### src/design/ofhb_pkg.sv
// Shared types and constants for the overwriting frame history buffer.
`default_nettype none

package ofhb_pkg;

   localparam int FRAME_W  = 32;
   localparam int OFFSET_W = 10;
   localparam int COUNT_W  = 7;
   localparam int STORED_W = 11;

   localparam logic ACTION_WRITE = 1'b0;
   localparam logic ACTION_READ  = 1'b1;

   // per-burst fields that every response of one read request carries
   typedef struct packed {
      logic [COUNT_W-1:0]  count;
      logic [STORED_W-1:0] stored;
      logic                empty;
   } burst_meta_type;

   // tag that travels alongside an outstanding store read
   typedef struct packed {
      logic           valid;
      logic           last;
      burst_meta_type meta;
   } rd_tag_type;

   typedef struct packed {
      logic [FRAME_W-1:0] frame;
      logic               last;
      burst_meta_type     meta;
   } rsp_item_type;

endpackage

`default_nettype wire

### src/design/ofhb_rsp_queue.sv
// Two-entry response queue between the store read and the response port.
`default_nettype none

module ofhb_rsp_queue (
   input  wire logic                   clock,
   input  wire logic                   reset,
   input  wire logic                   push,
   input  wire ofhb_pkg::rsp_item_type push_item,
   input  wire logic                   pop,
   output logic                        out_valid,
   output ofhb_pkg::rsp_item_type      out_item,
   output logic [1:0]                  count
);

   import ofhb_pkg::*;

   rsp_item_type slot_ff [2];
   logic         wr_ptr_ff, wr_ptr_in;
   logic         rd_ptr_ff, rd_ptr_in;
   logic [1:0]   cnt_ff, cnt_in;

   always_comb begin
      wr_ptr_in = wr_ptr_ff;
      rd_ptr_in = rd_ptr_ff;
      cnt_in    = cnt_ff;
      if (push) begin
         wr_ptr_in = ~wr_ptr_ff;
      end
      if (pop) begin
         rd_ptr_in = ~rd_ptr_ff;
      end
      if (push && !pop) begin
         cnt_in = cnt_ff + 2'd1;
      end else if (pop && !push) begin
         cnt_in = cnt_ff - 2'd1;
      end
   end

   always_ff @(posedge clock) begin
      if (reset) begin
         wr_ptr_ff <= 1'b0;
         rd_ptr_ff <= 1'b0;
         cnt_ff    <= 2'd0;
      end else begin
         wr_ptr_ff <= wr_ptr_in;
         rd_ptr_ff <= rd_ptr_in;
         cnt_ff    <= cnt_in;
      end
      if (push) begin
         slot_ff[wr_ptr_ff] <= push_item;
      end
   end

   assign out_valid = (cnt_ff != 2'd0);
   assign out_item  = slot_ff[rd_ptr_ff];
   assign count     = cnt_ff;

endmodule

`default_nettype wire

### config.mk
export PLATFORM = sky130hd
export DESIGN_NAME = ofhb_rsp_queue
export DESIGN_NICKNAME = d
export VERILOG_FILES = /design/src/design/ofhb_pkg.sv /design/src/design/ofhb_rsp_queue.sv
export SDC_FILE = /design/constraint.sdc
export NUM_CORES = 1
export LEC_CHECK = 0
export BUFFER_PORTS_ARGS = -buffer_cell sky130_fd_sc_hd__buf_2
export CELL_PAD_IN_SITES_DETAIL_PLACEMENT = 0
export CELL_PAD_IN_SITES_GLOBAL_PLACEMENT = 1
export CORE_MARGIN = 2
export CORE_UTILIZATION = 43
export DETAILED_ROUTE_END_ITERATION = 8
export HOLD_SLACK_MARGIN = 0.05
export PLACE_DENSITY = 0.87
export SLEW_MARGIN = 10
export SYNTH_ARGS = -nofsm -noshare
export SYNTH_HDL_FRONTEND = slang
export SYNTH_SLANG_ARGS = --single-unit
### constraint.sdc
create_clock -name clock -period 3.89 [get_ports clock]
set_input_delay 0.1945 -clock clock [delete_from_list [all_inputs] [get_ports clock]]
set_output_delay 0.1945 -clock clock [all_outputs]
set_load 0.02 [all_outputs]
# --- After elaboration in Yosys (flattened, before gate mapping) ---
# Memory sizes are Yosys's and may differ from the RTL's. A register that Yosys moved wholly into a read port is not among the register bits.
# Cells that the tools add are included.
# Widths: inputs -> output; s select.
op_classes:
  mux: 6
  reduce_logical: 6
  n_addsub: 2
  n_bitwise: 2
ops:
  columns: ["cell", "n"]
  rows:
  - ["$mux 1", 4]
  - ["$mux 2", 2]
  - ["$reduce_bool 2->1", 2]
  - ["$add 2x1->2 const B", 1]
  - ["$logic_and 1x1->1", 2]
  - ["$logic_not 1->1", 2]
  - ["$not 1->1", 2]
  - ["$sub 2x1->2 const B", 1]
word_totals:
  register_bits: 4
  mem_bits_rw: 104
  output_inout_bits: 55
  n_memories: 1
  in_bits: 56
mem_list:
  columns: ["name", "words", "word_bits", "rd", "rd_ports_with_merged_regs", "wr", "line_no", "rtl"]
  rows:
  - ["slot_ff", 2, 52, 1, 1, 1, "ofhb_rsp_queue.sv:17", "rsp_item_type slot_ff [2];"]

# --- Longest topological paths before layout ---
# Gate-level depths: netlist of the first run.
logic_depth:
  ltp_word: 4
  ltp_mapped: 5
  depth_no_buf: 5

# --- Least setup slack after synthesis of the first run ---
# OpenSTA, ideal clock, no wires.
synth_path:
  kind: "reg-to-reg"
  from: "register wr_ptr_ff"
  to: "memory slot_ff[0][0] in the netlist's numbering, enable pin"
  slack_ps: 776
  stages_incl_launch_ff: 2
  arrival_time_ps: 2646
  synth_period_minus_slack_ps: 3114
  cell_sequence: "dfxtp_1 nor2b_1"
synth_lines:
  columns: ["element", "line_no", "rtl"]
  rows:
  - ["start: declaration", "ofhb_rsp_queue.sv:18", "logic wr_ptr_ff, wr_ptr_in;"]
  - ["start signal: assignment", "ofhb_rsp_queue.sv:45", "wr_ptr_ff <= wr_ptr_in;"]
  - ["end: declaration", "ofhb_rsp_queue.sv:17", null]
# No word-level cell before the write port.

==> impl_metrics.tcl, run 1 <==
set metrics [dict create \
    synthFlopType "edfxtp_1" \
    min_path_type "input port to flip-flop" \
    cp-end-kind "primary output" \
    rsz0062_at_grt "false" \
    grt_pass1_wl_um 10600 \
    avgSynthCellArea_um2 21.7 \
    avgViaCountPerCell 4.67 \
    syn-instance-count 183 \
    clock_latency_ns 0.36 \
    synth_top_cells_by_area "edfxtp_1 79%, mux2_2 15%, dfxtp_1 2.5%" \
    period_share_pct 61.2 \
    grt_util_all_layers_pct 14.2 \
    die_x_um 100 \
    die_area_um2 10000 \
    rows 35 \
    worstReg2RegStart "wr_ptr_ff" \
    p_per_area_nw_per_um2 448 \
    hold_buffers 53 \
    antenna_found_initial 0 \
    vias 2195 \
    finalSetupViolations 0 \
    synth_seq_cells 109 \
    post-synth-top-count-cell "edfxtp_1" \
    worstPathMaxFanout 33 \
    worstReg2RegEnd "slot_ff[0][27]" \
    worst_slew_pin_slew_ns 0.784 \
    worst_hold_slack_ns 0.118 \
    fin_skew_ns 0.00823 \
    start_util_pct 43.6 \
    synth_nets 240 \
    diodes 0 \
    yosys_warnings 0 \
    die_y_um 100 \
    nets 411 \
    pin_count 111 \
    critPathArrivalTime_ns 2.18 \
    cts-buffers-inserted 9 \
    final.min_clock_period_ns 2.38 \
    syn_to_final_growth_pct 34.9 \
    ys_types 16 \
    synth_edf_count 104 \
    cts_tree "done" \
    cts-resized-gates 0 \
    grt_max_degree 34 \
    ant_nets 0 \
    startpoint_type "flip-flop" \
    ys_seq_area_share_pct 81.2 \
    core_region_area_um2 9110 \
    report.final.slew_viol_count 0 \
    slew_headroom_pct 47.7 \
    cts_setup_buffers 0 \
    place.port_buffers 110 \
    first_pass_iters 4 \
    cp_data_required_time_ns 3.70 \
    p_leak_nw 2.04 \
    max_cap_violations 0 \
    synth_commonest_cells "104 x edfxtp_1, 52 x mux2_2, 5 x buf_6, 5 x dfxtp_1, 4 x nor2_1" \
    fmax_ghz 0.420 \
    grt-ovfl-total 0 \
    synth-async-reset-ratio_pct 0 \
    clockBufferDepth 2 \
    drtIter0Drc 57 \
    syn_area_um2 3970 \
    post-route-util_pct 58.8 \
    hpwl_um 4380 \
    place_congestion 0.681 \
    clock_sinks 109 \
    routedWlPerCell_um 15.2 \
    root_buffer "clkbuf_8" \
    hold_violations 0 \
    yosysTopAreaCell "edfxtp_1" \
    post-route-drc-count 0 \
    worst-setup-path-type "flip-flop to primary output" \
    fin_setup_tns_ns 0 \
    routed_wl_um 7130 \
    cts.clk_slew.worst_paths_ns 0.09 \
    yosysTopAreaCellShare_pct 78.6 \
    cts.htree.levels 3 \
    r2r_slack_ns 2.10 \
    crit_end "out_item[46]" \
    ir_drop_mv 0.233 \
    grt_pass1_vias 2277 \
    r2r_cells 2 \
    status "complete, no violations" \
    post_route_cells_drive_above_1_share_pct 51.5 \
]
worst min-delay path by stage:
stage | to | startpoint | depth (start not counted)
after floorplan | count[1] | reset | 1
after global routing | flip-flop | pop | 3
after detailed placement | slot_ff[1][27] | push_item[27] | 1
after CTS | flip-flop | pop | 3
final | flip-flop | pop | 3
after global placement | slot_ff[0][39] | push_item[39] | 1
flip-flops by register name, summed over array words and instances, names as in the netlist, named ones only:
signal,cells
count,2
rd_ptr_ff,1
slot_ff,104
wr_ptr_ff,1
power breakdown:
group | internal [mW] | total (mW) | switching, mW
Clock | 0.275 | 0.645 | 0.370
Combinational | 0.168 | 0.359 | 0.191
Sequential | 1.37 | 1.40 | 0.0313
stage by stage:
step / total power, mW / setup slack [ns] / cells / cell area (um2)
after global routing: 2.51 / 1.38 / 470 / 5360
after CTS: 2.43 / 1.43 / 470 / 5360
after global placement: 1.74 / 1.84 / 401 / 4630
final: 2.40 / 1.51 / 470 / 5360
after detailed placement: 1.75 / 1.85 / 401 / 4630
after floorplan: 1.63 / 0.776 / 183 / 3970
critical path, stage by stage (launching register included):
cell and delay (ns):
dfxtp_2 0.85, buf_4 0.41, mux2_2 0.39, buf_2 0.16
cell type report:
class                      count  area [um2]
clock buffer                  11         151
clock inverter                 5        42.5
fill                         728        3750
inverter                       1        3.75
multi-input combinational     67         692
sequential                   109        3220
tap                          111         139
timing repair buffer         166        1100
layer usage:
metal | wire length [um] | GRT usage [%] | up-vias
met5 | 0 | 0 | -
met4 | 143 | 6.64 | 0
met3 | 374 | 4.46 | 18
met2 | 3610 | 24.3 | 77
met1 | 3000 | 16.4 | 1047
li1 | - | - | 1053
cells in the final DEF (no fill, tap or decap):
cell type | netlist | routed
and2_2 | 0 | 1
nor2b_4 | 0 | 1
dfxtp_1 | 5 | 4
mux2_2 | 52 | 52
clkinvlp_4 | 0 | 1
buf_2 | 1 | 110
or2_2 | 1 | 1
edfxtp_1 | 104 | 104
buf_4 | 0 | 3
xor2_1 | 2 | 2
xnor2_1 | 2 | 2
o21ai_0 | 1 | 1
dlygate4sd3_1 | 0 | 53
inv_6 | 0 | 2
or3_1 | 1 | 1
a21oi_1 | 1 | 1
clkinv_4 | 0 | 2
clkbuf_8 | 0 | 11
ha_1 | 1 | 1
inv_1 | 1 | 1
nor2_1 | 4 | 4
dfxtp_2 | 0 | 1
cell families after synthesis:
group,Yosys count,synth area share (%)
buf+inv,7,1.64
mux,52,14.7
compound gates,2,0.252
xor+xnor,4,0.882
simple gates,8,1.01
fa+ha+maj,1,0.315
flops,109,81.2
Note: power is estimated with default switching activity, not from simulation.
==> run 2, diff against run 1 <==
--- a/config.mk
+++ b/config.mk
@@ -9,10 +9,10 @@
 export CELL_PAD_IN_SITES_DETAIL_PLACEMENT = 0
 export CELL_PAD_IN_SITES_GLOBAL_PLACEMENT = 1
 export CORE_MARGIN = 2
-export CORE_UTILIZATION = 43
+export CORE_UTILIZATION = 39
 export DETAILED_ROUTE_END_ITERATION = 8
 export HOLD_SLACK_MARGIN = 0.05
-export PLACE_DENSITY = 0.87
+export PLACE_DENSITY = 0.84
 export SLEW_MARGIN = 10
 export SYNTH_ARGS = -nofsm -noshare
 export SYNTH_HDL_FRONTEND = slang
==> constraint.sdc (replaced) <==
create_clock -name clock -period 2 [get_ports clock]
set_input_delay 0.1 -clock clock [delete_from_list [all_inputs] [get_ports clock]]
set_output_delay 0.1 -clock clock [all_outputs]
set_load 0.02 [all_outputs]
==> impl_metrics.tcl, run 2 (same netlist as run 1, synthesis figures left out) <==
set metrics [dict create \
    syn_to_final_growth_pct 36.5 \
    report.final.slew_viol_count 0 \
    grt_max_degree 31 \
    worstPathMaxFanout 28 \
    hold_buffers 56 \
    p_per_area_nw_per_um2 855 \
    grt_pass1_wl_um 11700 \
    layout_commonest_cell "buf_2" \
    met2_usage_pct 24.7 \
    worst-path-buf-inv 2 \
    clock_sinks 109 \
    path_cells "buf_4, mux2_2, buf_2" \
    clockBufferDepth 2 \
    hpwl_um 4510 \
    totalPowerFinal_mw 4.64 \
    p_seq_share_pct 58.1 \
    startpoint_type "flip-flop" \
    core_region_area_um2 9820 \
    post-route-drc-count 0 \
    p_leak_nw 2.06 \
    place.port_buffers 110 \
    die_area_um2 11000 \
    cts_setup_buffers 0 \
    worst-setup-path-type "flip-flop to primary output" \
    max_cap_violations 0 \
    antenna_found_initial 0 \
    busiest_layer "met2" \
    combPwrFrac_pct 16.0 \
    cts_tree "done" \
    post_route_cells_drive_above_1_share_pct 51.0 \
    place_congestion 0.678 \
    crit_family "buffers and inverters" \
    routedWlPerCell_um 14.9 \
    start_util_pct 40.4 \
    p_clk_share_pct 25.9 \
    p_switching_mw 1.12 \
    ant_nets 0 \
    nets 417 \
    min_path_type "input port to flip-flop" \
    diodes 0 \
    slowest_delay_ns 0.39 \
    rows 36 \
    first_pass_iters 4 \
    fmax_ghz 0.587 \
    finalSetupViolations 0 \
    cts-resized-gates 0 \
    fill_cells 812 \
    slew_headroom_pct 72.9 \
    cts-buffers-inserted 9 \
    critPathArrivalTime_ns 1.60 \
    die_y_um 105 \
    largest_reg_flops 104 \
    final.min_clock_period_ns 1.70 \
    fin_skew_ns 0.00582 \
    vias 2237 \
    regMostFlops "slot_ff" \
    fin_setup_tns_ns 0 \
    grt_util_all_layers_pct 14.0 \
    cp_data_required_time_ns 1.90 \
    internal_power_mw 3.52 \
    avgViaCountPerCell 4.49 \
    pin_count 111 \
    use_met3_pct 3.06 \
    crit_slowest_cell "mux2_2" \
    worst_slew_pin_slew_ns 0.406 \
    final_cell_mix "110 x buf_2, 104 x edfxtp_1, 56 x dlygate4sd3_1" \
    cp-end-kind "primary output" \
    grt-ovfl-total 0 \
    clock_latency_ns 0.36 \
    root_buffer "clkbuf_8" \
    grt_pass1_vias 2383 \
    period_share_pct 85.2 \
    cts.clk_slew.worst_paths_ns 0.09 \
    use_met1_pct 15.8 \
    drtIter0Drc 42 \
    cts.htree.levels 3 \
    status "complete, no violations" \
    routed_wl_um 7400 \
    die_x_um 105 \
    netSwitchingFraction_pct 24.1 \
    rsz0062_at_grt "false" \
    hold_violations 0 \
    ir_drop_mv 0.379 \
]
-- run 2: cell types whose count changed in the layout (fill, tap and decap cells not counted), sizes merged --
cell / before / now
inv: 3 / 1
clkinv: 2 / 3
buf: 113 / 116
clkbuf: 11 / 12
dlygate4sd3: 53 / 56
-- run 2: power by group through the flow --
stage	combinational, mW	clock, mW	sequential (mW)
2_1_floorplan	0.427	0	2.74
3_3_place_gp	0.651	0	2.74
3_5_place_dp	0.664	0	2.74
4_1_cts	0.752	1.26	2.69
5_1_grt	0.798	1.35	2.71
6_report	0.743	1.20	2.69
-- run 2: layout make-up --
cell class / count / area [um2] / area share (%)
well taps: 133 / 166 / 3.07
clock inverters: 4 / 22.5 / 0.415
clock buffers: 12 / 156 / 2.88
inverters: 1 / 3.75 / 0.0692
multi-input cells: 67 / 692 / 12.8
repair buffers: 172 / 1160 / 21.3
flip-flops and latches: 109 / 3220 / 59.5
-- run 2: worst register-to-register path: stages, from the launching register on --
cell and delay (ns):
dfxtp_1 0.42, and2_2 0.18, buf_4 0.33
-- run 2: worst paths after layout --
check | start | end | slack [ns] | cells after the start
setup / recovery | flip-flop | out_item[48] | 0.30 | 3
hold / removal | push_item[30] | slot_ff[0][30] | 0.46 | 2
setup reg to reg | wr_ptr_ff | slot_ff[1][2] | 0.72 | 2
hold reg to reg | count[1] | count[1] | 0.53 | 2
-- run 2: through the flow --
stage	worst slack (ns)	hold slack [ns]	cell area [um2]	instances	util, %
after floorplan	0.461	0.169	3980	183	-
after global routing	0.196	0.443	5420	498	55.2
final	0.297	0.460	5420	498	55.2
after detailed placement	0.684	0.292	4680	426	47.7
after global placement	0.696	0.288	4680	426	47.7
after CTS	0.263	0.434	5420	498	55.2
-- run 2: routing by layer --
layer	vias up	share of wire, %
met1	1089	41
li1	1064	-
met5	-	0
met4	0	1.9
met3	13	4.2
met2	71	53
