## config.mk

```make
export PLATFORM = sky130hd
export DESIGN_NAME = ofhb_burst_seq
export DESIGN_NICKNAME = d
export VERILOG_FILES = /design/src/design/ofhb_pkg.sv /design/src/design/ofhb_burst_seq.sv
export SDC_FILE = /design/constraint.sdc
export NUM_CORES = 1
export LEC_CHECK = 0
export ABC_AREA = 1
export BUFFER_PORTS_ARGS = -buffer_cell sky130_fd_sc_hd__buf_4
export CELL_PAD_IN_SITES_DETAIL_PLACEMENT = 0
export CELL_PAD_IN_SITES_GLOBAL_PLACEMENT = 1
export CORE_MARGIN = 4
export CORE_UTILIZATION = 40
export CTS_BUF_LIST = sky130_fd_sc_hd__clkbuf_16
export DETAILED_ROUTE_END_ITERATION = 12
export GPL_TIMING_DRIVEN = 1
export MAX_ROUTING_LAYER = met4
export PLACE_DENSITY = 0.79
export SETUP_SLACK_MARGIN = 0.3
export SLEW_MARGIN = 15
export SYNTH_ARGS = -nofsm -noshare
export SYNTH_HDL_FRONTEND = slang
export SYNTH_SLANG_ARGS = --single-unit
```

## constraint.sdc

```tcl
create_clock -name clock -period 5.5 [get_ports clock]
set_clock_uncertainty 0.2 [all_clocks]
set_input_delay 0.825 -clock clock [delete_from_list [all_inputs] [get_ports clock]]
set_output_delay 0.825 -clock clock [all_outputs]
set_load 0.1 [all_outputs]
```

## src/design/ofhb_pkg.sv

```systemverilog
// Shared types and constants for the overwriting frame history buffer.
`default_nettype none

package ofhb_pkg;

   localparam int FRAME_W  = 32;
   localparam int OFFSET_W = 10;
   localparam int COUNT_W  = 7;
   localparam int STORED_W = 11;

   localparam logic ACTION_WRITE = 1'b0;
   localparam logic ACTION_READ  = 1'b1;

   // per-burst fields that every response of one read request carries
   typedef struct packed {
      logic [COUNT_W-1:0]  count;
      logic [STORED_W-1:0] stored;
      logic                empty;
   } burst_meta_type;

   // tag that travels alongside an outstanding store read
   typedef struct packed {
      logic           valid;
      logic           last;
      burst_meta_type meta;
   } rd_tag_type;

   typedef struct packed {
      logic [FRAME_W-1:0] frame;
      logic               last;
      burst_meta_type     meta;
   } rsp_item_type;

endpackage

`default_nettype wire

```

## src/design/ofhb_burst_seq.sv

```systemverilog
// Read burst sequencer: walks the store addresses of one read request.
`default_nettype none

module ofhb_burst_seq #(
   parameter int AW = 10
) (
   input  wire logic                          clock,
   input  wire logic                          reset,
   input  wire logic                          start,
   input  wire logic [AW-1:0]                 start_addr,
   input  wire logic [ofhb_pkg::COUNT_W-1:0]  start_left,
   input  wire ofhb_pkg::burst_meta_type      start_meta,
   input  wire logic                          q_pop,
   input  wire logic [1:0]                    q_count,
   output logic                               busy,
   output logic                               rd_en,
   output logic [AW-1:0]                      rd_addr,
   output ofhb_pkg::rd_tag_type               tag
);

   import ofhb_pkg::*;

   logic                busy_ff, busy_in;
   logic [AW-1:0]       addr_ff, addr_in;
   logic [COUNT_W-1:0]  left_ff, left_in;
   burst_meta_type      meta_ff, meta_in;
   rd_tag_type          tag_ff, tag_in;
   logic [1:0]          occupancy;
   logic                issue;

   // two queue slots; an outstanding read already owns one of them
   assign occupancy = q_count + 2'(tag_ff.valid);
   assign issue     = busy_ff && (occupancy <= (2'd1 + 2'(q_pop)));

   always_comb begin
      busy_in = busy_ff;
      addr_in = addr_ff;
      left_in = left_ff;
      meta_in = meta_ff;
      if (start) begin
         busy_in = 1'b1;
         addr_in = start_addr;
         left_in = start_left;
         meta_in = start_meta;
      end else if (issue) begin
         addr_in = addr_ff + AW'(1);
         left_in = left_ff - COUNT_W'(1);
         if (left_ff == COUNT_W'(1)) begin
            busy_in = 1'b0;
         end
      end
      tag_in.valid = issue;
      tag_in.last  = (left_ff == COUNT_W'(1));
      tag_in.meta  = meta_ff;
   end

   always_ff @(posedge clock) begin
      if (reset) begin
         busy_ff <= 1'b0;
         tag_ff  <= '0;
      end else begin
         busy_ff <= busy_in;
         tag_ff  <= tag_in;
      end
      addr_ff <= addr_in;
      left_ff <= left_in;
      meta_ff <= meta_in;
   end

   assign busy    = busy_ff;
   assign rd_en   = issue;
   assign rd_addr = addr_ff;
   assign tag     = tag_ff;

endmodule

`default_nettype wire

```

* Yosys cells after proc, flatten, opt, wreduce, memory -nomap -nowiden *
Index checks and enable logic that the tools add are counted.

storage, ports and cells
  register bits = 58
  output and inout port bits = 33
  input bits = 42

cells by class
  magnitude comparators = 1
  $add $sub $neg = 4
  mux-type cells = 7
  reductions and logical operators = 4
  equal/unequal tests = 1

operators with widths
  operator               count
  $mux 10                2
  $mux 7                 2
  $add 10x1->10 const B  1
  $eq 7x1->1 const B     1
  $sub 7x1->7 const B    1
  $reduce_bool 2->1      2
  $mux 1                 3
  $add 1x1->2 const A    1
  $add 2x1->2            1
  $le 2x2->1             1
  $reduce_and 2->1       1
  $logic_and 1x1->1      1

* Logic depth before layout (Yosys ltp) *
Gate-level depths: netlist (run 1).

  depth in word-level cells = 5
  mapped depth = 10

* Worst setup path after synthesis (run 1) *
Ideal clock, no wire load.

  path type = register to output
  start = reg tag_ff (netlist bit tag[20])
  end = out rd_en
  slack = 1.980 ns
  data arrival time = 2.495 ns
  buffers on the path = 0
  data required time = 4.475 ns
  cell stages (with the launch flop) = 9
  path through = dfxtp_1 ha_1 xor2_1 ha_1 nand2_1 nand2_1 nand2_1 nand2_1 inv_1

on the way
  cells in the longest elaborated chain, start to end = 3

ends and longest elaborated chain
  item                    RTL line              source
  from (decl)             ofhb_burst_seq.sv:27  rd_tag_type tag_ff, tag_in;
  from (signal assigned)  ofhb_burst_seq.sv:63  tag_ff <= tag_in;
  $add 2x1->2             ofhb_burst_seq.sv:32  assign occupancy = q_count + 2'(tag_ff.valid);
  $le 2x2->1              ofhb_burst_seq.sv:33  assign issue = busy_ff && (occupancy <= (2'd1 + 2'(q_pop)));
  $logic_and 1x1->1       ofhb_burst_seq.sv:33
  to (decl)               ofhb_burst_seq.sv:16  output logic rd_en,

Every way passes these cells.

* Worst setup path in the final report (run 1) *
  start = in q_count[0]
  end = out rd_en

on the way
  cells in the longest elaborated chain, start to end = 3

ends and longest elaborated chain
  item               RTL line              source
  from (decl)        ofhb_burst_seq.sv:14  input wire logic [1:0] q_count,
  $add 2x1->2        ofhb_burst_seq.sv:32
  $le 2x2->1         ofhb_burst_seq.sv:33
  $logic_and 1x1->1  ofhb_burst_seq.sv:33

Every way passes these cells.

==> metrics.txt, run 1 <==
# TYPE chip_impl_metric gauge
chip_impl_metric{name="core.rowCount",unit=""} 27
chip_impl_metric{name="power_switching",unit="mW"} 0.4038
chip_impl_metric{name="tightestPinTransition",unit="ns"} 0.7324
chip_impl_metric{name="power_frac_seq",unit="%"} 39.3
chip_impl_metric{name="wire_per_inst",unit="µm"} 12.01
chip_impl_metric{name="met2RoutedLength",unit="µm"} 2132
chip_impl_metric{name="route.detailed.vias_per_inst",unit=""} 4.406
chip_impl_metric{name="critical_path_cell_count",unit=""} 10
chip_impl_metric{name="post_route_met1_wirelength",unit="µm"} 2092
chip_impl_metric{name="clock_pin_slew_on_the_worst_setup_and_hold_paths",unit="ns"} 0.05
chip_impl_info{name="cts_root_buffer",value="sky130_fd_sc_hd__clkbuf_16"} 1
chip_impl_info{name="crit_type",value="in -> out"} 1
chip_impl_metric{name="clock_sink_count",unit=""} 58
chip_impl_metric{name="grt_max_degree",unit=""} 41
chip_impl_metric{name="yosysSeqAreaShare",unit="%"} 66.12
chip_impl_metric{name="power.internal",unit="mW"} 0.9460
chip_impl_metric{name="placed_area",unit="µm²"} 2927
chip_impl_metric{name="synthDominantCellAreaShare",unit="%"} 46.98
chip_impl_metric{name="drc",unit=""} 0
chip_impl_metric{name="grt_pass1_wl",unit="µm"} 7603
chip_impl_metric{name="syn2layout_area_growth",unit="%"} 40.46
chip_impl_metric{name="clk_path_buf_depth",unit=""} 2
chip_impl_metric{name="final_area",unit="µm²"} 3232
chip_impl_info{name="run_status",value="complete, no violations"} 1
chip_impl_metric{name="critical_path_required",unit="ns"} 4.47
chip_impl_metric{name="wl_met3",unit="µm"} 298
chip_impl_info{name="synth_top_cells_by_area",value="sky130_fd_sc_hd__edfxtp_1 (47%), sky130_fd_sc_hd__dfxtp_1 (19%), sky130_fd_sc_hd__nand2_1 (9.0%)"} 1
chip_impl_info{name="post-synth-top-area-cell",value="sky130_fd_sc_hd__edfxtp_1"} 1
chip_impl_info{name="top_layer_used",value="met4"} 1
chip_impl_metric{name="post_cts_resized",unit=""} 0
chip_impl_metric{name="port_buffers",unit=""} 74
chip_impl_info{name="timing.rr.start",value="tag[20]$_SDFF_PP0_"} 1
chip_impl_metric{name="synth_cells",unit=""} 230
chip_impl_metric{name="finalWorstSetupSlack",unit="ns"} 2.264
chip_impl_info{name="cp_slowest_cell",value="sky130_fd_sc_hd__ha_1"} 1
chip_impl_metric{name="antenna_found_initial",unit=""} 0
chip_impl_metric{name="pwr_density_cell",unit="nW/µm²"} 417.7
chip_impl_info{name="critical_path.top_delay_family",value="adder cells"} 1
chip_impl_metric{name="floorplan.initialDensity",unit="%"} 41.53
chip_impl_metric{name="timing.reg2reg.worst_path_depth",unit=""} 8
chip_impl_metric{name="fmax",unit="GHz"} 0.3090
chip_impl_metric{name="slowest_delay",unit="ns"} 0.29
chip_impl_metric{name="die_area",unit="µm²"} 7030
chip_impl_metric{name="drt_iter0_markers",unit=""} 47
chip_impl_metric{name="finalWorstPathRequiredPeriod",unit="ns"} 3.236
chip_impl_metric{name="post-dp-hpwl",unit="µm"} 3315
chip_impl_metric{name="worst_slew_margin_rel",unit="%"} 51.06
chip_impl_metric{name="die_height",unit="µm"} 83.85
chip_impl_info{name="reg2reg_capture_point",value="rd_addr[8]$_DFFE_PP_"} 1
chip_impl_metric{name="worstSkewPairLatency",unit="ns"} 0.32
chip_impl_metric{name="synth.lib_cells_used.distinct",unit=""} 21
chip_impl_metric{name="chipWidth",unit="µm"} 83.85
chip_impl_metric{name="cts_htree_levels",unit=""} 3
chip_impl_metric{name="total_wirelength_of_the_detailed_routed_design",unit="µm"} 4646
chip_impl_metric{name="final.setup.tns",unit="ns"} 0
chip_impl_metric{name="power.share.switching",unit="%"} 29.92
chip_impl_metric{name="ys_seq_elements",unit=""} 58
chip_impl_metric{name="drv_cap",unit=""} 0
chip_impl_metric{name="core_area",unit="µm²"} 5540
chip_impl_metric{name="final_nets",unit=""} 358
chip_impl_info{name="crit_start",value="q_count[0]"} 1
chip_impl_metric{name="p_leak",unit="nW"} 1.587
chip_impl_metric{name="pwr-share-clk",unit="%"} 40.6
chip_impl_metric{name="finalMaxSlewViolations",unit=""} 0
chip_impl_metric{name="post_cts_hold_buffer_count",unit=""} 0
chip_impl_metric{name="grt_pass1_vias",unit=""} 1638
chip_impl_metric{name="synth-warning-count",unit=""} 0
chip_impl_metric{name="antennaDiodeCount",unit=""} 0
chip_impl_metric{name="fin_crit_sh",unit="%"} 58.83
chip_impl_info{name="tightest_hold_check_type",value="reg -> reg"} 1
chip_impl_metric{name="globalRouteOverflowTotal",unit=""} 0
chip_impl_metric{name="route.vias.total",unit=""} 1705
chip_impl_metric{name="hold_violations",unit=""} 0
chip_impl_metric{name="layout-drive-gt1-share",unit="%"} 29.21
chip_impl_metric{name="numCtsBuffers",unit=""} 9
chip_impl_metric{name="dr.pass1.iters",unit=""} 4
chip_impl_metric{name="antenna_violating_nets_post_route",unit=""} 0
chip_impl_metric{name="io_pins",unit=""} 75
chip_impl_metric{name="netlist_area",unit="µm²"} 2301
chip_impl_metric{name="critical_path.n_buffers_inverters",unit=""} 3
chip_impl_info{name="cp_cell_sequence",value="buf_4 > ha_1 > xor2_1 > ha_1 > nand2_1 > nand2_1 > nand2_1 > nand2_1 > inv_1 > buf_4"} 1
chip_impl_info{name="cts_tree",value="built"} 1
chip_impl_metric{name="total_power",unit="mW"} 1.350
chip_impl_info{name="worst_setup_path_start_kind",value="input port"} 1
chip_impl_metric{name="grt_use_total",unit="%"} 14.44
chip_impl_metric{name="cp.arrival",unit="ns"} 2.21
chip_impl_metric{name="critical_path.max_fanout",unit=""} 3
chip_impl_info{name="endpoint",value="rd_en"} 1
chip_impl_info{name="grt_setup_unrepaired",value="false"} 1
chip_impl_info{name="end_kind",value="primary output"} 1
chip_impl_metric{name="syn_nets",unit=""} 278
chip_impl_metric{name="vdd_ir_drop_max",unit="V"} 0.0002166
chip_impl_metric{name="setup_viol_count_final",unit=""} 0
chip_impl_info{name="worst_path_most_repeated_cell",value="sky130_fd_sc_hd__nand2_1"} 1
chip_impl_metric{name="dp_worst_setup_slack",unit="ns"} 2.266
chip_impl_metric{name="setup.reg_to_reg.worst_slack",unit="ns"} 3.14
chip_impl_metric{name="postCtsSetupRepairBufs",unit=""} 0
chip_impl_metric{name="synth.avg_cell_area",unit="µm²"} 10.00
chip_impl_metric{name="power.combinational.fraction",unit="%"} 20.1
chip_impl_metric{name="gp_congestion",unit=""} 0.7539
## placed cells by master (no fill, tap or decap), types with 2 or more instances in the layout
| master | instances |
|---|---|
| sky130_fd_sc_hd__buf_4 | 74 |
| sky130_fd_sc_hd__nand2_1 | 55 |
| sky130_fd_sc_hd__inv_1 | 42 |
| sky130_fd_sc_hd__edfxtp_1 | 36 |
| sky130_fd_sc_hd__nor2_1 | 30 |
| sky130_fd_sc_hd__dfxtp_1 | 22 |
| sky130_fd_sc_hd__nand3_1 | 11 |
| sky130_fd_sc_hd__clkbuf_16 | 10 |
| sky130_fd_sc_hd__o21ai_0 | 7 |
| sky130_fd_sc_hd__ha_1 | 6 |
| sky130_fd_sc_hd__a31oi_1 | 3 |
| sky130_fd_sc_hd__xor2_1 | 3 |
| sky130_fd_sc_hd__nand4_1 | 2 |
| sky130_fd_sc_hd__a21oi_1 | 2 |
| sky130_fd_sc_hd__clkinv_2 | 2 |
## how the worst min path moves through the flow
stage               slack, ns  cells past startpoint                  start                 end
floorplan                0.23                      2   meta_ff[0]$_DFFE_PP_   tag[0]$_SDFF_PP0_
global placement         0.23                      2   meta_ff[2]$_DFFE_PP_   tag[2]$_SDFF_PP0_
detailed placement       0.24                      2   meta_ff[9]$_DFFE_PP_   tag[9]$_SDFF_PP0_
CTS                      0.25                      2   meta_ff[9]$_DFFE_PP_   tag[9]$_SDFF_PP0_
global route             0.27                      2  meta_ff[13]$_DFFE_PP_  tag[13]$_SDFF_PP0_
finish                   0.24                      2  meta_ff[14]$_DFFE_PP_  tag[14]$_SDFF_PP0_
## cells in the mapped netlist
master	instances
sky130_fd_sc_hd__a21oi_1	2
sky130_fd_sc_hd__a31oi_1	3
sky130_fd_sc_hd__buf_2	1
sky130_fd_sc_hd__clkbuf_1	4
sky130_fd_sc_hd__dfxtp_1	22
sky130_fd_sc_hd__edfxtp_1	36
sky130_fd_sc_hd__ha_1	6
sky130_fd_sc_hd__inv_1	41
sky130_fd_sc_hd__nand2_1	55
sky130_fd_sc_hd__nand2_2	1
sky130_fd_sc_hd__nand3_1	11
sky130_fd_sc_hd__nand3_2	1
sky130_fd_sc_hd__nand4_1	2
sky130_fd_sc_hd__nor2_1	30
sky130_fd_sc_hd__nor2_2	1
sky130_fd_sc_hd__nor2_4	1
sky130_fd_sc_hd__nor3_1	1
sky130_fd_sc_hd__o21ai_0	7
sky130_fd_sc_hd__o21bai_1	1
sky130_fd_sc_hd__o31ai_1	1
sky130_fd_sc_hd__xor2_1	3
## power by group through the flow
stage | Clock (mW) | Sequential, mW | Combinational, mW
6_report | 0.548 | 0.530 | 0.272
5_1_grt | 0.580 | 0.535 | 0.291
4_1_cts | 0.561 | 0.530 | 0.275
3_5_place_dp | 0 | 0.537 | 0.274
3_3_place_gp | 0 | 0.537 | 0.271
2_1_floorplan | 0 | 0.674 | 0.0639
## metal layers
metal	up-vias	global-route usage, %
met5	-	-
met4	0	8.772
met3	12	3.949
met2	57	22.05
met1	741	16.94
li1	895	-
## cell type report
| class | count | area (µm²) |
|---|---|---|
| tap | 72 | 90.09 |
| multi-input combinational | 126 | 605.6 |
| fill | 493 | 2308 |
| sequential | 58 | 1521 |
| inverter | 41 | 153.9 |
| timing repair buffer | 74 | 555.5 |
| clock inverter | 6 | 55.05 |
| clock buffer | 10 | 250.2 |
## logic make-up after synthesis
| kind of cell | count (synthesis) | synth area share (%) |
|---|---|---|
| xor gates and xnor gates | 3 | 1.142 |
| buffers and inverters | 46 | 7.558 |
| and+or+nand+nor | 103 | 18.49 |
| AOI/OAI and AO/OA | 14 | 3.426 |
| adders and majority gates | 6 | 3.263 |
| DFF | 58 | 66.12 |
## registers in the layout (all words and copies together) (netlist names)
name,cells
rd_addr,10
busy,1
tag,21
meta_ff,19
left_ff,7
## tightest hold or removal path, delay by kind of cell, from the launching register on
kind	cells	cell delay, ns
flops	1	0.31
simple gates	1	0.06
buf+inv	1	0.03
## per-stage QoR
step	hold WS (ns)	instances	util, %
CTS	0.2486	387	58.33
floorplan	0.2251	230	-
global placement	0.2286	371	52.82
detailed placement	0.2365	371	52.82
global route	0.2665	387	58.33
finish	0.2450	387	58.33
Power figures use the tool's default switching activity.
==> run 2: changes to the inputs <==
CORE_UTILIZATION = 34   (was 40)
PLACE_DENSITY = 0.71   (was 0.79)
clock period = 2.64 ns   (was 5.5 ns; I/O delays follow)
==> run 2 against run 1 <==
Hold slack got worse by 0.20 ns. First-iteration DRC count fell by 17%. Clock power rose by 130%. Worst setup slack got worse by 2.0 ns. Die area rose by 16%. Utilization fell by 6.4 points. Largest power group unchanged. Highest routed layer unchanged.
==> metrics.txt, run 2 (same netlist as run 1, synthesis figures left out) <==
# TYPE chip_impl_metric gauge
chip_impl_metric{name="fin_crit_sh",unit="%"} 89.30
chip_impl_metric{name="worstSkewPairLatency",unit="ns"} 0.32
chip_impl_info{name="grt_setup_unrepaired",value="true"} 1
chip_impl_metric{name="worst_slew_margin_rel",unit="%"} 81.76
chip_impl_metric{name="gp_congestion",unit=""} 0.7637
chip_impl_metric{name="drv_cap",unit=""} 0
chip_impl_metric{name="antennaDiodeCount",unit=""} 0
chip_impl_metric{name="post_route_met1_wirelength",unit="µm"} 2340
chip_impl_info{name="top_layer_used",value="met4"} 1
chip_impl_metric{name="route.detailed.vias_per_inst",unit=""} 4.388
chip_impl_metric{name="io_pins",unit=""} 75
chip_impl_metric{name="drc",unit=""} 0
chip_impl_metric{name="die_area",unit="µm²"} 8148
chip_impl_metric{name="tightestPinTransition",unit="ns"} 0.2736
chip_impl_metric{name="final.setup.tns",unit="ns"} 0
chip_impl_info{name="run_status",value="complete, no violations"} 1
chip_impl_info{name="end_kind",value="primary output"} 1
chip_impl_metric{name="critical_path_cell_count",unit=""} 9
chip_impl_metric{name="grt_pass1_vias",unit=""} 1725
chip_impl_info{name="cp_slowest_cell",value="sky130_fd_sc_hd__dfxtp_4"} 1
chip_impl_metric{name="die_height",unit="µm"} 90.27
chip_impl_info{name="cp_cell_sequence",value="ha_4 > xor2_2 > ha_1 > nand2_1 > nand2_1 > nand2_2 > nand2_4 > clkinvlp_4 > buf_12"} 1
chip_impl_metric{name="cp.arrival",unit="ns"} 1.76
chip_impl_info{name="cts_root_buffer",value="sky130_fd_sc_hd__clkbuf_16"} 1
chip_impl_metric{name="core.rowCount",unit=""} 29
chip_impl_metric{name="post-dp-hpwl",unit="µm"} 3443
chip_impl_metric{name="setup_viol_count_final",unit=""} 0
chip_impl_metric{name="hold_violations",unit=""} 0
chip_impl_metric{name="timing.reg2reg.worst_path_depth",unit=""} 9
chip_impl_metric{name="grt_pass1_wl",unit="µm"} 8052
chip_impl_info{name="mostFrequentLayoutCells",value="sky130_fd_sc_hd__buf_4 (78), sky130_fd_sc_hd__nand2_1 (52), sky130_fd_sc_hd__inv_1 (40)"} 1
chip_impl_metric{name="wire_per_inst",unit="µm"} 12.09
chip_impl_metric{name="critical_path.max_fanout",unit=""} 2
chip_impl_metric{name="post_cts_hold_buffer_count",unit=""} 0
chip_impl_metric{name="vdd_ir_drop_max",unit="V"} 0.0004406
chip_impl_metric{name="placed_area",unit="µm²"} 2973
chip_impl_metric{name="core_area",unit="µm²"} 6459
chip_impl_info{name="worst_hold_startpoint",value="start_meta[9]"} 1
chip_impl_metric{name="finalMaxSlewViolations",unit=""} 0
chip_impl_info{name="cts_tree",value="built"} 1
chip_impl_metric{name="clock_sink_count",unit=""} 58
chip_impl_metric{name="p_leak",unit="nW"} 1.622
chip_impl_metric{name="clk_path_buf_depth",unit=""} 2
chip_impl_metric{name="cts_htree_levels",unit=""} 3
chip_impl_metric{name="met2RoutedLength",unit="µm"} 2077
chip_impl_info{name="crit_type",value="reg -> out"} 1
chip_impl_info{name="worst_setup_path_start_kind",value="flip-flop"} 1
chip_impl_metric{name="final_nets",unit=""} 363
chip_impl_metric{name="syn2layout_area_growth",unit="%"} 45.68
chip_impl_metric{name="grt_max_degree",unit=""} 27
chip_impl_metric{name="total_wirelength_of_the_detailed_routed_design",unit="µm"} 4798
chip_impl_metric{name="fin_hold_ws",unit="ns"} 0.04978
chip_impl_metric{name="antenna_violating_nets_post_route",unit=""} 0
chip_impl_metric{name="critical_path.n_buffers_inverters",unit=""} 2
chip_impl_info{name="worst_path_most_repeated_cell",value="sky130_fd_sc_hd__nand2_1"} 1
chip_impl_info{name="critical_path.top_delay_family",value="adder cells"} 1
chip_impl_metric{name="dr.pass1.iters",unit=""} 4
chip_impl_metric{name="fmax",unit="GHz"} 0.4242
chip_impl_metric{name="whs_path_depth",unit=""} 1
chip_impl_info{name="tightest_hold_check_type",value="in -> reg"} 1
chip_impl_metric{name="port_buffers",unit=""} 74
chip_impl_info{name="crit_start",value="tag[20]$_SDFF_PP0_"} 1
chip_impl_metric{name="wl_met3",unit="µm"} 297
chip_impl_metric{name="pwr_density_cell",unit="nW/µm²"} 876.7
chip_impl_metric{name="route.vias.total",unit=""} 1742
chip_impl_metric{name="floorplan.initialDensity",unit="%"} 35.63
chip_impl_metric{name="layout-drive-gt1-share",unit="%"} 33.13
chip_impl_metric{name="globalRouteOverflowTotal",unit=""} 0
chip_impl_metric{name="slowest_delay",unit="ns"} 0.34
chip_impl_metric{name="critical_path_required",unit="ns"} 2.04
chip_impl_metric{name="drt_iter0_markers",unit=""} 39
chip_impl_metric{name="finalWorstPathRequiredPeriod",unit="ns"} 2.358
chip_impl_metric{name="antenna_found_initial",unit=""} 0
chip_impl_metric{name="clock_pin_slew_on_the_worst_setup_and_hold_paths",unit="ns"} 0.06
chip_impl_info{name="timing.rr.start",value="tag[20]$_SDFF_PP0_"} 1
chip_impl_metric{name="grt_use_total",unit="%"} 12.85
chip_impl_metric{name="final_area",unit="µm²"} 3352
chip_impl_metric{name="largest_register_ffs",unit=""} 21
chip_impl_metric{name="fillCellCount",unit=""} 603
chip_impl_metric{name="numCtsBuffers",unit=""} 9
chip_impl_info{name="layout_commonest_cell",value="sky130_fd_sc_hd__buf_4"} 1
chip_impl_metric{name="post_route_core_utilization",unit="%"} 51.90
chip_impl_metric{name="chipWidth",unit="µm"} 90.27
==> run 2: cell types whose count changed in the layout (fill, tap and decap cells not counted), sizes merged <==
cell    change
buf         +5
bufinv      +1
clkbuf      -1
clkinv      -1
inv         +1
==> run 2: metal layers <==
metal	up-vias	global-route usage [%]
met2	61	17.55
met4	0	6.633
met5	-	-
li1	899	-
met3	9	4.500
met1	773	16.76
==> run 2: metrics by stage <==
step / std cells / worst slack, ns / power (mW)
final: 397 / 0.2825 / 2.939
after detailed placement: 378 / 0.2803 / 1.699
after global routing: 397 / 0.1586 / 3.062
after floorplan: 230 / 0.2966 / 1.541
after global placement: 378 / 0.3101 / 1.693
after CTS: 396 / 0.2336 / 2.967
==> run 2: where the power goes <==
part / switching [mW] / total [mW] / internal, mW / leakage, nW
Sequential: 0.0467 / 1.10 / 1.06 / 0.540
Clock: 0.408 / 1.24 / 0.832 / 0.161
Combinational: 0.438 / 0.596 / 0.158 / 0.921
Total: 0.893 / 2.94 / 2.05 / 1.62
==> run 2: final timing paths <==
kind | slack [ns] | end
worst min-delay path | 0.05 | meta_ff[9]$_DFFE_PP_
worst min register to register | 0.25 | tag[1]$_SDFF_PP0_
worst max-delay path | 0.28 | rd_en
worst max register to register | 0.58 | rd_addr[7]$_DFFE_PP_
==> run 2: repair_timing <==
item / CTS / global route
gates cloned: 0 / 0
gates resized for setup: 5 / 2
setup buffers: 2 / 1
endpoints found under the hold margin: 0 / 0
pin swaps: 6 / 5
endpoints found under the setup margin: 1 / 18
==> run 2: final cells by class <==
class	count	area [µm²]	area share, %
Clock inverter	7	98.84	2.949
Sequential cell	58	1525	45.50
Inverter	41	157.7	4.703
Timing Repair Buffer	79	605.6	18.07
Clock buffer	9	225.2	6.719
Tap cell	77	96.34	2.874
Multi-Input combinational cell	126	643.1	19.19
==> run 3: changes to the inputs <==
CORE_UTILIZATION = 37   (was 34)
HOLD_SLACK_MARGIN = 0.12   (was default)
PLACE_DENSITY = 0.74   (was 0.71)
TNS_END_PERCENT = 10   (was default)
clock period = 2.5 ns   (was 2.64 ns; I/O delays follow)
==> run 3 against run 2 <==
First-iteration DRC count rose by 5.1%. Sequential power is 6% higher. Die area is 7.4% lower. Sequential cell count unchanged. Sequential share of layout area decreased by 2.8 points. Non-clock buffer count up 22. Hold slack improved by 0.080 ns. Critical endpoint unchanged.
==> metrics.txt, run 3 (same netlist as run 1, synthesis figures left out) <==
# TYPE chip_impl_metric gauge
chip_impl_info{name="run_status",value="complete, no violations"} 1
chip_impl_info{name="worst_hold_startpoint",value="start_addr[4]"} 1
chip_impl_metric{name="chipWidth",unit="µm"} 86.86
chip_impl_metric{name="pwr_density_cell",unit="nW/µm²"} 861.7
chip_impl_metric{name="total_wirelength_of_the_detailed_routed_design",unit="µm"} 4852
chip_impl_metric{name="final_nets",unit=""} 385
chip_impl_info{name="mostFrequentLayoutCells",value="sky130_fd_sc_hd__buf_4 (75), sky130_fd_sc_hd__nand2_1 (52), sky130_fd_sc_hd__inv_1 (41)"} 1
chip_impl_metric{name="route.detailed.vias_per_inst",unit=""} 4.278
chip_impl_metric{name="core.rowCount",unit=""} 28
chip_impl_info{name="cts_tree",value="built"} 1
chip_impl_metric{name="globalRouteOverflowTotal",unit=""} 0
chip_impl_info{name="critical_path.top_delay_family",value="adder cells"} 1
chip_impl_metric{name="numCtsBuffers",unit=""} 9
chip_impl_metric{name="dr.pass1.iters",unit=""} 4
chip_impl_metric{name="finalMaxSlewViolations",unit=""} 0
chip_impl_metric{name="clock_pin_slew_on_the_worst_setup_and_hold_paths",unit="ns"} 0.05
chip_impl_info{name="cp_cell_sequence",value="ha_4 > xor2_2 > ha_1 > nand2_1 > nand2_1 > nand2_2 > nand2_4 > clkinvlp_4 > buf_12"} 1
chip_impl_metric{name="wire_per_inst",unit="µm"} 11.64
chip_impl_metric{name="vdd_ir_drop_max",unit="V"} 0.0006091
chip_impl_info{name="crit_type",value="reg -> out"} 1
chip_impl_metric{name="critical_path.n_buffers_inverters",unit=""} 2
chip_impl_metric{name="critical_path.max_fanout",unit=""} 2
chip_impl_info{name="crit_start",value="tag[20]$_SDFF_PP0_"} 1
chip_impl_metric{name="drt_iter0_markers",unit=""} 41
chip_impl_metric{name="gp_congestion",unit=""} 0.7563
chip_impl_metric{name="clock_sink_count",unit=""} 58
chip_impl_metric{name="largest_register_ffs",unit=""} 21
chip_impl_metric{name="final.setup.tns",unit="ns"} 0
chip_impl_info{name="layout_commonest_cell",value="sky130_fd_sc_hd__buf_4"} 1
chip_impl_metric{name="die_area",unit="µm²"} 7545
chip_impl_info{name="timing.rr.start",value="tag[20]$_SDFF_PP0_"} 1
chip_impl_metric{name="die_height",unit="µm"} 86.86
chip_impl_info{name="grt_setup_unrepaired",value="true"} 1
chip_impl_metric{name="grt_pass1_wl",unit="µm"} 7955
chip_impl_metric{name="setup_viol_count_final",unit=""} 0
chip_impl_metric{name="fmax",unit="GHz"} 0.4243
chip_impl_metric{name="multi_input_area",unit="µm²"} 638.1
chip_impl_metric{name="antenna_found_initial",unit=""} 0
chip_impl_info{name="cp_slowest_cell",value="sky130_fd_sc_hd__dfxtp_4"} 1
chip_impl_metric{name="tightestPinTransition",unit="ns"} 0.4410
chip_impl_metric{name="finalWorstPathRequiredPeriod",unit="ns"} 2.357
chip_impl_metric{name="io_pins",unit=""} 75
chip_impl_metric{name="cp.arrival",unit="ns"} 1.78
chip_impl_info{name="tightest_hold_check_type",value="in -> reg"} 1
chip_impl_metric{name="antenna_violating_nets_post_route",unit=""} 0
chip_impl_metric{name="worst_slew_margin_rel",unit="%"} 70.60
chip_impl_metric{name="worstSkewPairLatency",unit="ns"} 0.32
chip_impl_info{name="end_kind",value="primary output"} 1
chip_impl_metric{name="post-dp-hpwl",unit="µm"} 3188
chip_impl_metric{name="core_area",unit="µm²"} 5991
chip_impl_metric{name="clk_path_buf_depth",unit=""} 2
chip_impl_metric{name="p_leak",unit="nW"} 1.708
chip_impl_metric{name="layout-drive-gt1-share",unit="%"} 29.82
chip_impl_metric{name="grt_pass1_vias",unit=""} 1763
chip_impl_metric{name="drc",unit=""} 0
chip_impl_info{name="worst_path_most_repeated_cell",value="sky130_fd_sc_hd__nand2_1"} 1
chip_impl_metric{name="total_power",unit="mW"} 3.075
chip_impl_metric{name="cts_htree_levels",unit=""} 3
chip_impl_metric{name="syn2layout_area_growth",unit="%"} 55.08
chip_impl_info{name="worst_setup_path_start_kind",value="flip-flop"} 1
chip_impl_metric{name="critical_path_required",unit="ns"} 1.92
chip_impl_metric{name="floorplan.initialDensity",unit="%"} 38.41
chip_impl_metric{name="antennaDiodeCount",unit=""} 0
chip_impl_info{name="cts_root_buffer",value="sky130_fd_sc_hd__clkbuf_16"} 1
chip_impl_metric{name="hold_violations",unit=""} 0
chip_impl_metric{name="drv_cap",unit=""} 0
chip_impl_metric{name="fillCellCount",unit=""} 505
chip_impl_metric{name="grt_use_total",unit="%"} 14.54
chip_impl_metric{name="fin_crit_sh",unit="%"} 94.27
chip_impl_metric{name="slowest_delay",unit="ns"} 0.35
chip_impl_metric{name="fin_hold_ws",unit="ns"} 0.1294
chip_impl_metric{name="route.vias.total",unit=""} 1784
chip_impl_metric{name="port_buffers",unit=""} 74
chip_impl_metric{name="regArea",unit="µm²"} 1525
chip_impl_metric{name="grt_max_degree",unit=""} 41
[run 3: what timing repair did]
item	CTS	global route
buffers inserted	1	0
hold buffers	24	0
setup endpoints to repair	1	1
pin swaps	7	6
resized for setup	5	1
endpoints found under the hold margin	24	0
cloned	0	0
[run 3: area by class of cell]
cell class                 count  area share [%]
sequential                    58           42.74
tap                           75           2.630
inverter                      41           4.418
clock inverter                 7           2.384
timing repair buffer         101           23.63
multi-input combinational    126           17.88
clock buffer                   9           6.311
[run 3: stage by stage]
step           cell area, µm²  instances  util [%]  setup slack (ns)
2_1_floorplan            2326        230         -            0.1776
3_3_place_gp             2983        376     49.79            0.2117
3_5_place_dp             2983        376     49.79            0.1810
4_1_cts                  3563        417     59.48           0.09319
5_1_grt                  3568        417     59.57           0.03976
6_report                 3568        417     59.57            0.1432
[run 3: metal layers]
layer	routed length, µm	global-route usage, %
met4	85	5.949
met5	0	-
met2	2377	23.46
met1	2075	15.93
met3	313	5.866
[run 3: power by group]
part	internal, mW	switching [mW]
combinational	0.188	0.466
clock	0.859	0.396
sequential	1.12	0.0499
total	2.16	0.912
[run 3: worst paths after layout]
path | to | slack [ns] | cells after the start
setup / recovery | rd_en | 0.14 | 9
hold / removal | rd_addr[4]$_DFFE_PP_ | 0.13 | 3
setup reg to reg | rd_addr[3]$_DFFE_PP_ | 0.43 | 10
hold reg to reg | tag[5]$_SDFF_PP0_ | 0.24 | 2
[run 3: worst register-to-register path: cells and delay by family (launching register included)]
kind                       cells  cell delay, ns
buffers and inverters          2            0.30
DFF                            1            0.35
xor gates and xnor gates       1            0.14
adders and majority gates      2            0.45
and+or+nand+nor                5            0.34
